===== src/sv/rmi_fifo.sv =====
module rmi_fifo #(
	parameter int W     = 8,
	parameter int DEPTH = 4
) (
	input  logic                         clk,
	input  logic                         arst_n,
	input  logic                         push,
	input  logic [W-1:0]                 wdata,
	input  logic                         pop,
	output logic [W-1:0]                 rdata,
	output logic                         valid,
	output logic [$clog2(DEPTH+1)-1:0]   level
);

	localparam int PW = (DEPTH > 1) ? $clog2(DEPTH) : 1;
	localparam int LW = $clog2(DEPTH + 1);

	logic [W-1:0]  mem_q [DEPTH];
	logic [PW-1:0] wr_q;
	logic [PW-1:0] rd_q;
	logic [LW-1:0] cnt_q;

	assign rdata = mem_q[rd_q];
	assign valid = (cnt_q != '0);
	assign level = cnt_q;

	// storage
	always_ff @(posedge clk) begin
		if (push) begin
			mem_q[wr_q] <= wdata;
		end
	end

	// pointers and fill count
	always_ff @(posedge clk or negedge arst_n) begin
		if (!arst_n) begin
			wr_q  <= '0;
			rd_q  <= '0;
			cnt_q <= '0;
		end else begin
			if (push) begin
				wr_q <= (wr_q == PW'(DEPTH - 1)) ? '0 : wr_q + PW'(1);
			end
			if (pop) begin
				rd_q <= (rd_q == PW'(DEPTH - 1)) ? '0 : rd_q + PW'(1);
			end
			case ({push, pop})
				2'b10:   cnt_q <= cnt_q + LW'(1);
				2'b01:   cnt_q <= cnt_q - LW'(1);
				default: cnt_q <= cnt_q;
			endcase
		end
	end

endmodule


===== config.mk =====
export PLATFORM = sky130hd
export DESIGN_NAME = rmi_fifo
export DESIGN_NICKNAME = d
export VERILOG_FILES = /design/src/sv/rmi_fifo.sv
export SDC_FILE = /design/constraint.sdc
export NUM_CORES = 1
export LEC_CHECK = 0
export BUFFER_PORTS_ARGS = -buffer_cell sky130_fd_sc_hd__buf_2
export CAP_MARGIN = 25
export CORE_ASPECT_RATIO = 0.5
export CORE_UTILIZATION = 25
export CTS_CLUSTER_SIZE = 20
export DETAILED_ROUTE_END_ITERATION = 6
export PLACE_DENSITY = 0.51
export SLEW_MARGIN = 40
export SYNTH_ARGS = -nofsm -noshare
export SYNTH_HDL_FRONTEND = slang
export SYNTH_SLANG_ARGS = --single-unit

===== constraint.sdc =====
create_clock -name clk -period 1.3 [get_ports clk]
set_clock_uncertainty 0.2 [all_clocks]
set_input_delay 0.065 -clock clk [delete_from_list [all_inputs] [get_ports clk]]
set_output_delay 0.065 -clock clk [all_outputs]
set_load 0.1 [all_outputs]

==> results.txt <==
* Clock-pin slew of the registers on the worst-case setup and hold paths: 0.06 ns
- Detailed-route via count: 872
- Summed negative setup slack over all endpoints: -7.520 ns
- Depth of the worst hold-timing path: 3
- Measured slew at the worst slew-check pin: 0.1905 ns
* Multiplexer share of the synthesized area: 13.73%
- Number of cells after detailed placement: 194
* Ratio of cells with drive above 1 in the final layout: 58.09%
* Outcome: complete, but fails checks
- The floorplan step defined a die boundary enclosing 6570 sq um.
- Critical-path maximum fanout: 3
- The floorplan step set the die width to 113.6 um.
- Classification of the worst-slack hold path: in -> reg
- Share of async-settable or async-resettable flops after synthesis: 17.95%
- Crit path buffers/inverters: 2
- Clock latency on the worst-skew pair, taken at its later pin, is 0.27 ns.
- Maximum Capacitance Violations: 0
- TritonCTS clock tree: done
- Worst relative slew slack: 87.30%
- Number of buffers on the longest clock path: 2
* Initial DRC Count: 55
- The area growth from synthesis to layout is 59.36%.
* Arrival time of data at the critical path endpoint: 1.56 ns
- Number of synthesized flops with an enable pin: 32
- Area fraction in and, or, nand and nor cells after synthesis: 3.133%
* Final setup slack of the worst path: -0.5260 ns
- Detailed-route vias per instance: 3.964
* Number of nets with antenna violations after routing: 0
* Routability-driven placement congestion ratio: 0.6722
* Number of optimization iterations in the first detailed-route pass: 4
- Die extent in y: 57.82 um
- Setup slack after placement: -0.2429 ns
- Number of standard cells in the layout, taps in and fillers out: 220
- Share of synthesized cell area in full adder, half adder and majority cells: 6.104%
- After synthesis, the cell types taking the most area are sky130_fd_sc_hd__edfxtp_1 62%, sky130_fd_sc_hd__mux4_2 12%, sky130_fd_sc_hd__dfrtp_1 11%.
* Setup Viol. Count Final: 39
- Static timing analysis puts the maximum clock frequency at 0.5476 GHz.
- Commonest non-fill, non-tap cell in the layout: sky130_fd_sc_hd__edfxtp_1
- For this design, the slowest cell found on the critical path is sky130_fd_sc_hd__mux4_2.
- Largest family of logic cells by synthesized area: multiplexers
- The Yosys step of the flow raised 0 warnings.
- The core region is 5729 sq um.
- Buffer cell driving the clock tree root: sky130_fd_sc_hd__clkbuf_16
- The worst setup path is captured at a primary output.
* Cell variety after synth: 16
* Number of hold violations in the final report: 3
- Global routing used 10.17% of the available tracks.
- Cell family with the largest share of critical-path delay: multiplexers
* HPWL Detailed: 1.901 mm
- In the routed design, unresolved DRC markers number 0.
- Flip-flop cell with the highest count after synthesis: sky130_fd_sc_hd__edfxtp_1
- 24 I/O pins were placed.
* Final period demand of the worst path: 1.826 ns
- Top cell type's share of synthesized area: 61.69%
- The critical path is of the reg -> out type.
- In this run the cell area of the synthesized design comes to 1558 sq um.
* Required time of the critical path: 1.03 ns
* Critical Path Start Type: flip-flop
- In the layout the commonest cells are 32 x sky130_fd_sc_hd__edfxtp_1, 12 x sky130_fd_sc_hd__dlygate4sd3_1, 12 x sky130_fd_sc_hd__buf_12, 11 x sky130_fd_sc_hd__buf_2, 11 x sky130_fd_sc_hd__buf_4.
- CTS saw 39 sinks.
- Synthesis inferred 39 register bits.
* Post-Synthesis Mean Instance Area: 20.50 sq um
* Largest stage delay on the critical path: 0.54 ns
- Fin nets: 154
- Violations in the final reports: hold timing, setup timing
- CP Cell Sequence: buf_6, mux4_2, buf_12
* Portion of the clock cycle consumed by the worst path in the final layout: 140.5%
- For this block, the routed nets add up to 2.919 mm of wire.
- Filler Cell Count: 497
* Number of buffers created by CTS: 5
* Buffers added on ports: 23
- Utilization of the core after routing: 43.33%
- For this configuration, the core starts out at a cell density of 27.19%.
- Post-synth net total: 95
- The number of antenna diodes in the final layout is 0.
- H-tree levels: 2
* Wire length of the first global-routing pass: 4.774 mm
- Antenna violations before repair: 0
* Complex-gate fraction of the synthesized area: 0.6426%
* Post-synthesis cell count: 76
* Average wire length per cell after detail routing: 13.27 um
* Vias in the first global route: 979
- Largest net degree at the start of global routing: 13
- The synthesized netlist devotes 1.687% of its cell area to XOR and XNOR gates.
- Num rows: 19
- The largest total area in the synthesized netlist belongs to sky130_fd_sc_hd__edfxtp_1.
- The critical path crosses 3 cells after its start point.
- After global routing the overflow that remains totals 0.
- Sequential cell area fraction in the yosys report: 72.93%
* Unrepaired setup endpoints after global routing: true
- Final hold analysis gives a worst-case slack of -0.02262 ns.
- The final-report max-slew violation count is 0.
- Worst Reg-to-Reg Cells: 4
state kept, by name, summed over array words and instances (netlist names):
register,count
rd_q,2
wr_q,2
level,3
mem_q,32
final timing paths:
check | end | slack (ns) | startpoint
max in group asynchronous | level[1] | 0.21 | arst_n
setup reg to reg | level[2] | -0.24 | level[1]
setup / recovery | rdata[3] | -0.53 | rd_q[0]
min in group asynchronous | level[0] | 0.50 | arst_n
hold reg to reg | level[2] | 0.39 | level[2]
hold / removal | level[0] | -0.02 | pop
what timing repair did:
| action | in CTS | in global routing |
|---|---|---|
| endpoints found under the hold margin | 44 | 7 |
| gates cloned | 0 | 0 |
| pin swaps | 4 | 4 |
| endpoints found under the setup margin | 48 | 55 |
| setup buffers | 3 | 3 |
| hold buffers | 13 | 1 |
| gates resized for setup | 23 | 11 |
area by class of cell:
cell class                      instances  area [sq um]  share of cell area (%)
Clock inverter                          2         12.51                  0.5040
Multi-Input combinational cell         32         484.2                   19.51
Tap cell                               84         105.1                   4.234
Sequential cell                        39          1147                   46.22
Timing Repair Buffer                   54         588.1                   23.69
Clock buffer                            6         128.9                   5.192
Inverter                                3         16.27                  0.6552
worst min-delay path: cells and delay by family:
kind	cells	cell delay (ns)
XOR/XNOR	1	0.06
adder cells (fa/ha/maj)	1	0.18
buffers and inverters	1	0.10
layer usage:
layer | vias to the layer above | routed length (um) | global-route usage [%] | share of wire [%]
met5 | - | 0 | 0 | 0
met4 | 0 | 40 | 6.203 | 1.4
met3 | 2 | 76 | 2.824 | 2.6
met2 | 13 | 1600 | 17.94 | 55
met1 | 448 | 1200 | 11.23 | 41
li1 | 409 | - | - | -
Yosys cell counts (2+ instances only):
cell	n
sky130_fd_sc_hd__and2_1	4
sky130_fd_sc_hd__dfrtp_1	7
sky130_fd_sc_hd__edfxtp_1	32
sky130_fd_sc_hd__ha_1	6
sky130_fd_sc_hd__inv_1	3
sky130_fd_sc_hd__mux2_2	3
sky130_fd_sc_hd__mux4_2	8
sky130_fd_sc_hd__nor2_1	2
sky130_fd_sc_hd__o21ai_0	2
sky130_fd_sc_hd__or3_1	2
sky130_fd_sc_hd__xnor2_1	2
kinds of logic after synthesis:
group | after synthesis
adder cells (fa/ha/maj) | 7
buffers and inverters | 5
AO/OA/AOI/OAI | 2
XOR/XNOR | 3
multiplexers | 11
flip-flops | 39
AND/OR/NAND/NOR | 9
metrics by stage:
step	cell area (sq um)	hold WS [ns]
2_1_floorplan	1582	-0.4306
3_3_place_gp	2048	-0.2810
3_5_place_dp	2048	-0.2810
4_1_cts	2426	0.07995
5_1_grt	2482	0.001039
6_report	2482	-0.02262
Power is not shown: default switching activity piles up to over one toggle a cycle in this logic, so the estimate is an artifact.
