[src/sv/rmi_pkg.sv]
package rmi_pkg;

	// Configuration register map
	localparam int REG_IDX_BITS = 1;
	typedef logic [REG_IDX_BITS-1:0] reg_idx_t;
	localparam reg_idx_t REG_WIDTH  = 1'b0;
	localparam reg_idx_t REG_HEIGHT = 1'b1;

	localparam int CFG_DATA_BITS = 16;
	localparam int WIDTH_BITS    = 11;
	localparam int HEIGHT_BITS   = 16;
	localparam logic [WIDTH_BITS-1:0]  WIDTH_RESET  = 11'd1024;
	localparam logic [HEIGHT_BITS-1:0] HEIGHT_RESET = 16'd1;

	// Input item kinds
	localparam logic ACT_PIXEL = 1'b0;
	localparam logic ACT_FLUSH = 1'b1;

	localparam int OUT_BITS = 8;

	// Queue between front and back
	localparam int QDEPTH    = 4;
	localparam int QLVL_BITS = $clog2(QDEPTH + 1);

	// What the back must do with one queued item
	typedef struct packed {
		logic flush;   // drain tick, else pixel
		logic first;   // first column of a row: window reloads
		logic emit_a;  // pixel: emit the shifted window
		logic emit_b;  // pixel: emit the right-edge window (row end)
		logic last;    // drain: final column of the image
	} rmi_ctl_t;

	// Side flags of one result
	typedef struct packed {
		logic run_last;
		logic row_end;
		logic image_end;
	} rmi_flags_t;

endpackage

[src/sv/rmi_back.sv]
module rmi_back import rmi_pkg::*; #(
	parameter int CB = 8
) (
	input  logic                     clk,
	input  logic                     arst_n,
	input  logic                     q_valid,
	input  rmi_ctl_t                 q_ctl,
	input  logic [2:0][2:0][CB-1:0]  q_col_a,
	input  logic [2:0][2:0][CB-1:0]  q_col_b,
	output logic                     q_pop,
	output logic                     res_valid,
	input  logic                     res_ready,
	output logic [2:0][OUT_BITS-1:0] res_px,
	output rmi_flags_t               res_flags
);

	// window: [column][row][channel]
	logic [2:0][2:0][2:0][CB-1:0] win_q;
	logic                         pend_b_q;
	logic [2:0][2:0][2:0][CB-1:0] win_nx;
	logic [2:0][2:0][2:0][CB-1:0] edge_nx;
	logic [2:0][2:0][2:0][CB-1:0] edge_q;
	logic [2:0][2:0][2:0][CB-1:0] job_win;
	rmi_flags_t                   job_fl;
	logic                         job_v;
	logic                         pend_d;
	logic                         pop_d;
	logic                         adv;

	logic                         v_s1, v_s2, v_s3;
	logic [2:0][2:0][2:0][CB-1:0] win_s1;
	rmi_flags_t                   fl_s1, fl_s2, fl_s3;
	logic [2:0][2:0][2:0][CB-1:0] srt_s2;  // [column][channel][rank]
	logic [2:0][2:0][CB-1:0]      trio_s3; // [channel][lo-max, mid-med, hi-min]
	logic [2:0][2:0][2:0][CB-1:0] srt_d;
	logic [2:0][2:0][CB-1:0]      trio_d;
	logic [2:0][CB-1:0]           inv_d;
	logic [2:0][OUT_BITS-1:0]     out_d;
	logic                         res_valid_q;
	logic [2:0][OUT_BITS-1:0]     res_px_q;
	rmi_flags_t                   res_fl_q;

	function automatic logic [CB-1:0] vmin(input logic [CB-1:0] a, input logic [CB-1:0] b);
		return (a < b) ? a : b;
	endfunction

	function automatic logic [CB-1:0] vmax(input logic [CB-1:0] a, input logic [CB-1:0] b);
		return (a < b) ? b : a;
	endfunction

	function automatic logic [CB-1:0] med3(input logic [CB-1:0] a, input logic [CB-1:0] b,
			input logic [CB-1:0] c);
		return vmax(vmin(a, b), vmin(vmax(a, b), c));
	endfunction

	// returns {hi, mid, lo}
	function automatic logic [2:0][CB-1:0] sort3(input logic [CB-1:0] a,
			input logic [CB-1:0] b, input logic [CB-1:0] c);
		logic [CB-1:0] l1, h1, t;
		logic [2:0][CB-1:0] r;
		l1   = vmin(a, b);
		h1   = vmax(a, b);
		t    = vmax(l1, c);
		r[0] = vmin(l1, c);
		r[1] = vmin(t, h1);
		r[2] = vmax(t, h1);
		return r;
	endfunction

	assign adv = !res_valid_q || res_ready;

	// next window and its right-edge variant
	always_comb begin
		if (q_ctl.first) begin
			win_nx[0] = q_col_a;
			win_nx[1] = q_col_a;
			win_nx[2] = q_ctl.flush ? q_col_b : q_col_a;
		end else begin
			win_nx[0] = win_q[1];
			win_nx[1] = win_q[2];
			win_nx[2] = q_col_a;
		end
		edge_nx = {win_nx[2], win_nx[2], win_nx[1]};
		edge_q  = {win_q[2], win_q[2], win_q[1]};
	end

	// issue up to two median jobs per queued item
	always_comb begin
		job_v   = 1'b0;
		job_win = win_nx;
		job_fl  = '0;
		pend_d  = pend_b_q;
		pop_d   = 1'b0;
		if (pend_b_q) begin
			job_v          = 1'b1;
			job_win        = edge_q;
			job_fl.row_end = 1'b1;
			job_fl.run_last = 1'b1;
			pend_d         = 1'b0;
		end else if (q_valid) begin
			pop_d = 1'b1;
			if (q_ctl.flush) begin
				job_v            = 1'b1;
				job_fl.row_end   = q_ctl.last;
				job_fl.image_end = q_ctl.last;
				job_fl.run_last  = 1'b1;
			end else if (q_ctl.emit_a) begin
				job_v           = 1'b1;
				job_fl.run_last = !q_ctl.emit_b;
				pend_d          = q_ctl.emit_b;
			end else if (q_ctl.emit_b) begin
				job_v           = 1'b1;
				job_win         = edge_nx;
				job_fl.row_end  = 1'b1;
				job_fl.run_last = 1'b1;
			end
		end
	end

	assign q_pop = adv && pop_d;

	// median network: sort columns, then combine
	always_comb begin
		for (int c = 0; c < 3; c++) begin
			for (int ch = 0; ch < 3; ch++) begin
				srt_d[c][ch] = sort3(win_s1[c][0][ch], win_s1[c][1][ch], win_s1[c][2][ch]);
			end
		end
		for (int ch = 0; ch < 3; ch++) begin
			trio_d[ch][0] = vmax(vmax(srt_s2[0][ch][0], srt_s2[1][ch][0]), srt_s2[2][ch][0]);
			trio_d[ch][1] = med3(srt_s2[0][ch][1], srt_s2[1][ch][1], srt_s2[2][ch][1]);
			trio_d[ch][2] = vmin(vmin(srt_s2[0][ch][2], srt_s2[1][ch][2]), srt_s2[2][ch][2]);
			// invert at channel width, then fit to the output width
			inv_d[ch]     = ~med3(trio_s3[ch][0], trio_s3[ch][1], trio_s3[ch][2]);
			out_d[ch]     = OUT_BITS'(inv_d[ch]);
		end
	end

	// control: pending edge job and stage valids
	always_ff @(posedge clk or negedge arst_n) begin
		if (!arst_n) begin
			pend_b_q    <= 1'b0;
			v_s1        <= 1'b0;
			v_s2        <= 1'b0;
			v_s3        <= 1'b0;
			res_valid_q <= 1'b0;
		end else if (adv) begin
			pend_b_q    <= pend_d;
			v_s1        <= job_v;
			v_s2        <= v_s1;
			v_s3        <= v_s2;
			res_valid_q <= v_s3;
		end
	end

	// window and pipeline payload
	always_ff @(posedge clk) begin
		if (adv) begin
			if (pop_d) begin
				win_q <= win_nx;
			end
			win_s1   <= job_win;
			fl_s1    <= job_fl;
			srt_s2   <= srt_d;
			fl_s2    <= fl_s1;
			trio_s3  <= trio_d;
			fl_s3    <= fl_s2;
			res_px_q <= out_d;
			res_fl_q <= fl_s3;
		end
	end

	assign res_valid = res_valid_q;
	assign res_px    = res_px_q;
	assign res_flags = res_fl_q;

endmodule

[config.mk]
export PLATFORM = sky130hd
export DESIGN_NAME = rmi_back
export DESIGN_NICKNAME = d
export VERILOG_FILES = /design/src/sv/rmi_pkg.sv /design/src/sv/rmi_back.sv
export SDC_FILE = /design/constraint.sdc
export NUM_CORES = 2
export LEC_CHECK = 0
export ABC_AREA = 0
export BUFFER_PORTS_ARGS = -buffer_cell sky130_fd_sc_hd__buf_2
export CORE_UTILIZATION = 45
export CTS_CLUSTER_SIZE = 8
export DETAILED_ROUTE_END_ITERATION = 10
export SLEW_MARGIN = 20
export SYNTH_ARGS = -nofsm -noshare
export SYNTH_HDL_FRONTEND = slang
export SYNTH_SLANG_ARGS = --single-unit
[constraint.sdc]
create_clock -name clk -period 37.5 [get_ports clk]
set_clock_uncertainty 0.2 [all_clocks]
set_input_delay 5.625 -clock clk [delete_from_list [all_inputs] [get_ports clk]]
set_output_delay 5.625 -clock clk [all_outputs]
set_load 0.01 [all_outputs]
==> reports/qor_table.md <==
| Group | Parameter | Reported |
|---|---|---|
| critical path | Maximum fanout encountered on the critical timing path | 8 |
| yosys | Async set-reset flop share out of synthesis | 0.7257% |
| sta | Total Negative Setup Slacks | 0 ns |
| yosys | Number of distinct library cells after synthesis | 71 |
| clock network | Total number of clock tree sinks | 689 |
| floorplanning | Area of the die | 0.1019 sq mm |
| yosys | Most used DFF post-synth | sky130_fd_sc_hd__edfxtp_1 |
| critical path | Max stage delay on crit path | 0.68 ns |
| sta | Fmax | 79.87 MHz |
| layout | Growth of design area from synthesis to finish | 10.86% |
| floorplanning | Die Y | 319.2 microns |
| critical path | Worst Setup Start Kind | input pin |
| grt | Overall Global Routing Usage | 22.66% |
| place | Number of port buffers | 181 |
| place | Post-DP HPWL | 86300 microns |
| yosys | Post-synthesis sequential element count | 689 |
| clock network | Count of H-tree levels built during CTS | 3 |
| clock network | Skew-Pair Late Insertion Delay | 0.68 ns |
| clock network | Inserted Clock Buffers | 97 |
| grt | First-pass GRT wire length | 178200 microns |
| sta | Worst-case headroom to the max-slew limit | 24.99% |
| clock network | Clock-pin slew on the worst setup and hold paths | 0.05 ns |
| detailed routing | Post-detailed-route DRC marker count | 0 |
| sta | Crit share post-route | 33.39% |
| critical path | Arrival time of data at the critical path endpoint | 6.69 ns |
| yosys | Leading post-synthesis cells by cell area | sky130_fd_sc_hd__edfxtp_1 45%, sky130_fd_sc_hd__ha_1 11%, sky130_fd_sc_hd__mux2_2 8.3% |
| layout | # nets final | 4931 |
| detailed routing | 1st-iter DRT viols | 2495 |
| grt | Number of global-route vias before repair | 30260 |
| critical path | Most Frequent Cell on Critical Path | sky130_fd_sc_hd__buf_2 |
| clock network | Count of hold buffers inserted by post-cts repair | 0 |
| detailed routing | Mean routed wirelength per cell | 20.34 microns |
| yosys | Synth top cells by count | 684 x sky130_fd_sc_hd__edfxtp_1, 446 x sky130_fd_sc_hd__inv_1, 402 x sky130_fd_sc_hd__ha_1, 373 x sky130_fd_sc_hd__nand2_1, 370 x sky130_fd_sc_hd__mux2i_1 |
| min path | Type of the tightest min-delay check | reg2reg |
| clock network | Post-CTS repair timing setup buffer count | 0 |
| place | Last weighted congestion value of the routability-driven placer | 0.8745 |
| critical path | Worst-path cell with the longest stage delay | sky130_fd_sc_hd__nor2b_1 |
| yosys | Leading area contributor after synthesis | sky130_fd_sc_hd__edfxtp_1 |
| sta | WHS | 0.2168 ns |
| clock network | Clk buf depth | 3 |
| yosys | Cell area after technology mapping | 0.04527 sq mm |
| critical path | Critical path buffers and inverters | 2 |
| yosys | Sequential cell area fraction in the yosys report | 45.65% |
| detailed routing | Via total after detailed routing | 31820 |
| job | MaxCap Viol Count | 0 |
| critical path | Kind of end point of the critical path | primary output |
| yosys | Yosys warnings | 0 |
| sta | Max Transition Viols Final | 0 |
| clock network | Resized Gates After CTS | 0 |
| grt | Total overflow reported by the global router | 0 |
| yosys | Yosys top cell area share | 45.37% |
| grt | Maximum number of pins on one net before global-route repair | 149 |
| yosys | Syn Area/Cell | 10.72 sq um |
| floorplanning | Effective utilization at floorplan | 45.73% |
| clock network | TritonCTS clock tree | built |
| yosys | Synthesized net count | 4777 |
| detailed routing | ANT nets after route | 0 |
| status | Status | complete, no violations |
| floorplanning | Placement Rows | 115 |
| floorplanning | Die width | 319.2 microns |
| floorplanning | I/O Pins | 182 |
| clock network | CTS Root Buffer Type | sky130_fd_sc_hd__clkbuf_16 |
| sta | Fin crit period | 12.52 ns |
| critical path | Required time of the worst setup path | 31.67 ns |
| critical path | Crit path kind | in2out |
| detailed routing | Final wirelength | 115800 microns |
| yosys | Post-Synthesis Cells | 4222 |
| sta | Endpoints failing setup | 0 |
| yosys | Number of enable flip-flop cells after synthesis | 684 |
| sta | Unrepaired setup endpoints after global routing | no |
| floorplanning | Placeable core region | 0.09899 sq mm |
| layout | Share of layout cells above drive strength 1 | 16.33% |
| sta | Pin slew with the least headroom to its limit | 1.122 ns |
| detailed routing | Number of detailed-routing iterations run before antenna repair | 5 |
| sta | Final Hold Vio Count | 0 |
| critical path | Cell Chain, Critical Path | buf_2, nor2b_1, nor2_4, buf_2 |
| critical path | Top delay family on crit path | simple AND/OR/NAND/NOR gates |
| yosys | Leading cell type by number of instances after synthesis | sky130_fd_sc_hd__edfxtp_1 |
| grt | Initial antenna violation count | 19 |
| detailed routing | Number of vias per cell | 5.587 |
## layout by cell type (no fill, tap or decap), types with 12 or more instances in the layout
master / Yosys / layout
sky130_fd_sc_hd__o21a_1: 54 / 54
sky130_fd_sc_hd__a21o_1: 79 / 79
sky130_fd_sc_hd__mux2i_1: 370 / 370
sky130_fd_sc_hd__mux2_2: 334 / 334
sky130_fd_sc_hd__nand3_1: 41 / 41
sky130_fd_sc_hd__o21ai_1: 16 / 16
sky130_fd_sc_hd__edfxtp_1: 684 / 684
sky130_fd_sc_hd__nor2b_1: 31 / 31
sky130_fd_sc_hd__o211ai_1: 19 / 19
sky130_fd_sc_hd__a21oi_1: 269 / 268
sky130_fd_sc_hd__a211oi_1: 40 / 36
sky130_fd_sc_hd__clkbuf_16: 0 / 97
sky130_fd_sc_hd__nor3_1: 31 / 31
sky130_fd_sc_hd__nand2_1: 373 / 372
sky130_fd_sc_hd__ha_1: 402 / 402
sky130_fd_sc_hd__o21ai_0: 349 / 349
sky130_fd_sc_hd__nand4_1: 23 / 23
sky130_fd_sc_hd__buf_2: 29 / 180
sky130_fd_sc_hd__nand2b_1: 36 / 36
sky130_fd_sc_hd__buf_4: 13 / 19
sky130_fd_sc_hd__nand3b_1: 12 / 12
sky130_fd_sc_hd__and3_1: 16 / 16
sky130_fd_sc_hd__or3_1: 13 / 13
sky130_fd_sc_hd__a211o_1: 16 / 16
sky130_fd_sc_hd__inv_1: 446 / 445
sky130_fd_sc_hd__nor2_1: 233 / 232
sky130_fd_sc_hd__clkbuf_1: 94 / 18
## layout make-up
cell class / count / area [sq um]
flip-flops and latches: 689 / 20670
multi-input cells: 2936 / 22380
diodes: 5 / 12.51
repair buffers: 206 / 1160
inverters: 446 / 1682
clock inverters: 11 / 178.9
clock buffers: 115 / 2495
well taps: 1287 / 1610
fillers: 8846 / 48810
## sequential cells by signal, summed over array words and instances, names as in the netlist, 3 cells and up
register   cells
fl_s1          3
win_s1       216
trio_s3       72
fl_s3          3
res_flags      3
fl_s2          3
res_px        24
edge_q       144
srt_s2       216
## worst reg2reg max path: stages (launching register included)
cell,delay (ns)
sky130_fd_sc_hd__edfxtp_1,0.46
sky130_fd_sc_hd__ha_1,0.38
sky130_fd_sc_hd__a21o_1,0.18
sky130_fd_sc_hd__a31oi_1,0.24
sky130_fd_sc_hd__o21a_1,0.75
sky130_fd_sc_hd__nor2_1,0.08
sky130_fd_sc_hd__a21oi_1,0.32
sky130_fd_sc_hd__inv_1,0.08
sky130_fd_sc_hd__ha_1,0.31
sky130_fd_sc_hd__a21o_1,0.19
sky130_fd_sc_hd__a221oi_1,0.45
sky130_fd_sc_hd__nand2_1,0.10
sky130_fd_sc_hd__a21o_1,0.46
sky130_fd_sc_hd__o21ai_0,0.41
sky130_fd_sc_hd__inv_1,0.08
sky130_fd_sc_hd__ha_1,0.32
sky130_fd_sc_hd__a21o_1,0.18
sky130_fd_sc_hd__a21o_1,0.17
sky130_fd_sc_hd__a21o_1,0.19
sky130_fd_sc_hd__nor3b_1,0.17
sky130_fd_sc_hd__o21ai_0,0.11
sky130_fd_sc_hd__o32a_1,0.68
sky130_fd_sc_hd__mux2i_1,0.28
sky130_fd_sc_hd__nor2_1,0.05
sky130_fd_sc_hd__a311oi_1,0.58
## worst paths after layout
path                                       from                    end  slack [ns]  cells past startpoint
min                          fl_s2[1]$_DFFE_PP_     fl_s3[1]$_DFFE_PP_        0.22                      0
max in group asynchronous                arst_n   pend_b_q$_DFFE_PN0P_       32.40                      1
min reg2reg                  fl_s2[1]$_DFFE_PP_     fl_s3[1]$_DFFE_PP_        0.22                      0
min in group asynchronous                arst_n  res_valid$_DFFE_PN0P_        4.56                      1
max                                   res_ready                  q_pop       24.98                      4
max reg2reg                win_s1[79]$_DFFE_PP_   srt_s2[80]$_DFFE_PP_       29.77                     24
## per-layer routing
layer	routed length, microns	global-route usage, %
met5	73	0
met4	3009	6.239
met3	6985	4.013
met2	49850	34.47
met1	55900	32.99
## metrics by stage
step                util (%)  cells  instance area [sq um]  worst slack [ns]
detailed placement     47.89   5559                  47410             24.95
global route           50.68   5690                  50170             24.89
CTS                    50.59   5685                  50090             24.94
finish                 50.69   5695                  50180             24.98
floorplan                  -   4222                  45270             19.69
global placement       47.89   5559                  47410             24.96
## cells by family (layout without fill, tap and decap cells)
family                     after synthesis  in the layout  share of synthesized area (%)
AOI/OAI and AO/OA                      969            969                          13.03
adders and majority gates              402            402                          11.11
buffers and inverters                  597            778                          5.163
DFF                                    689            689                          45.65
muxes                                  704            704                          16.49
other                                    0              5                              0
and+or+nand+nor                        861            861                          8.552
Power is left out: the tool's default activity adds up to more than one toggle a clock period on the data nets, which glitch-free logic cannot reach.
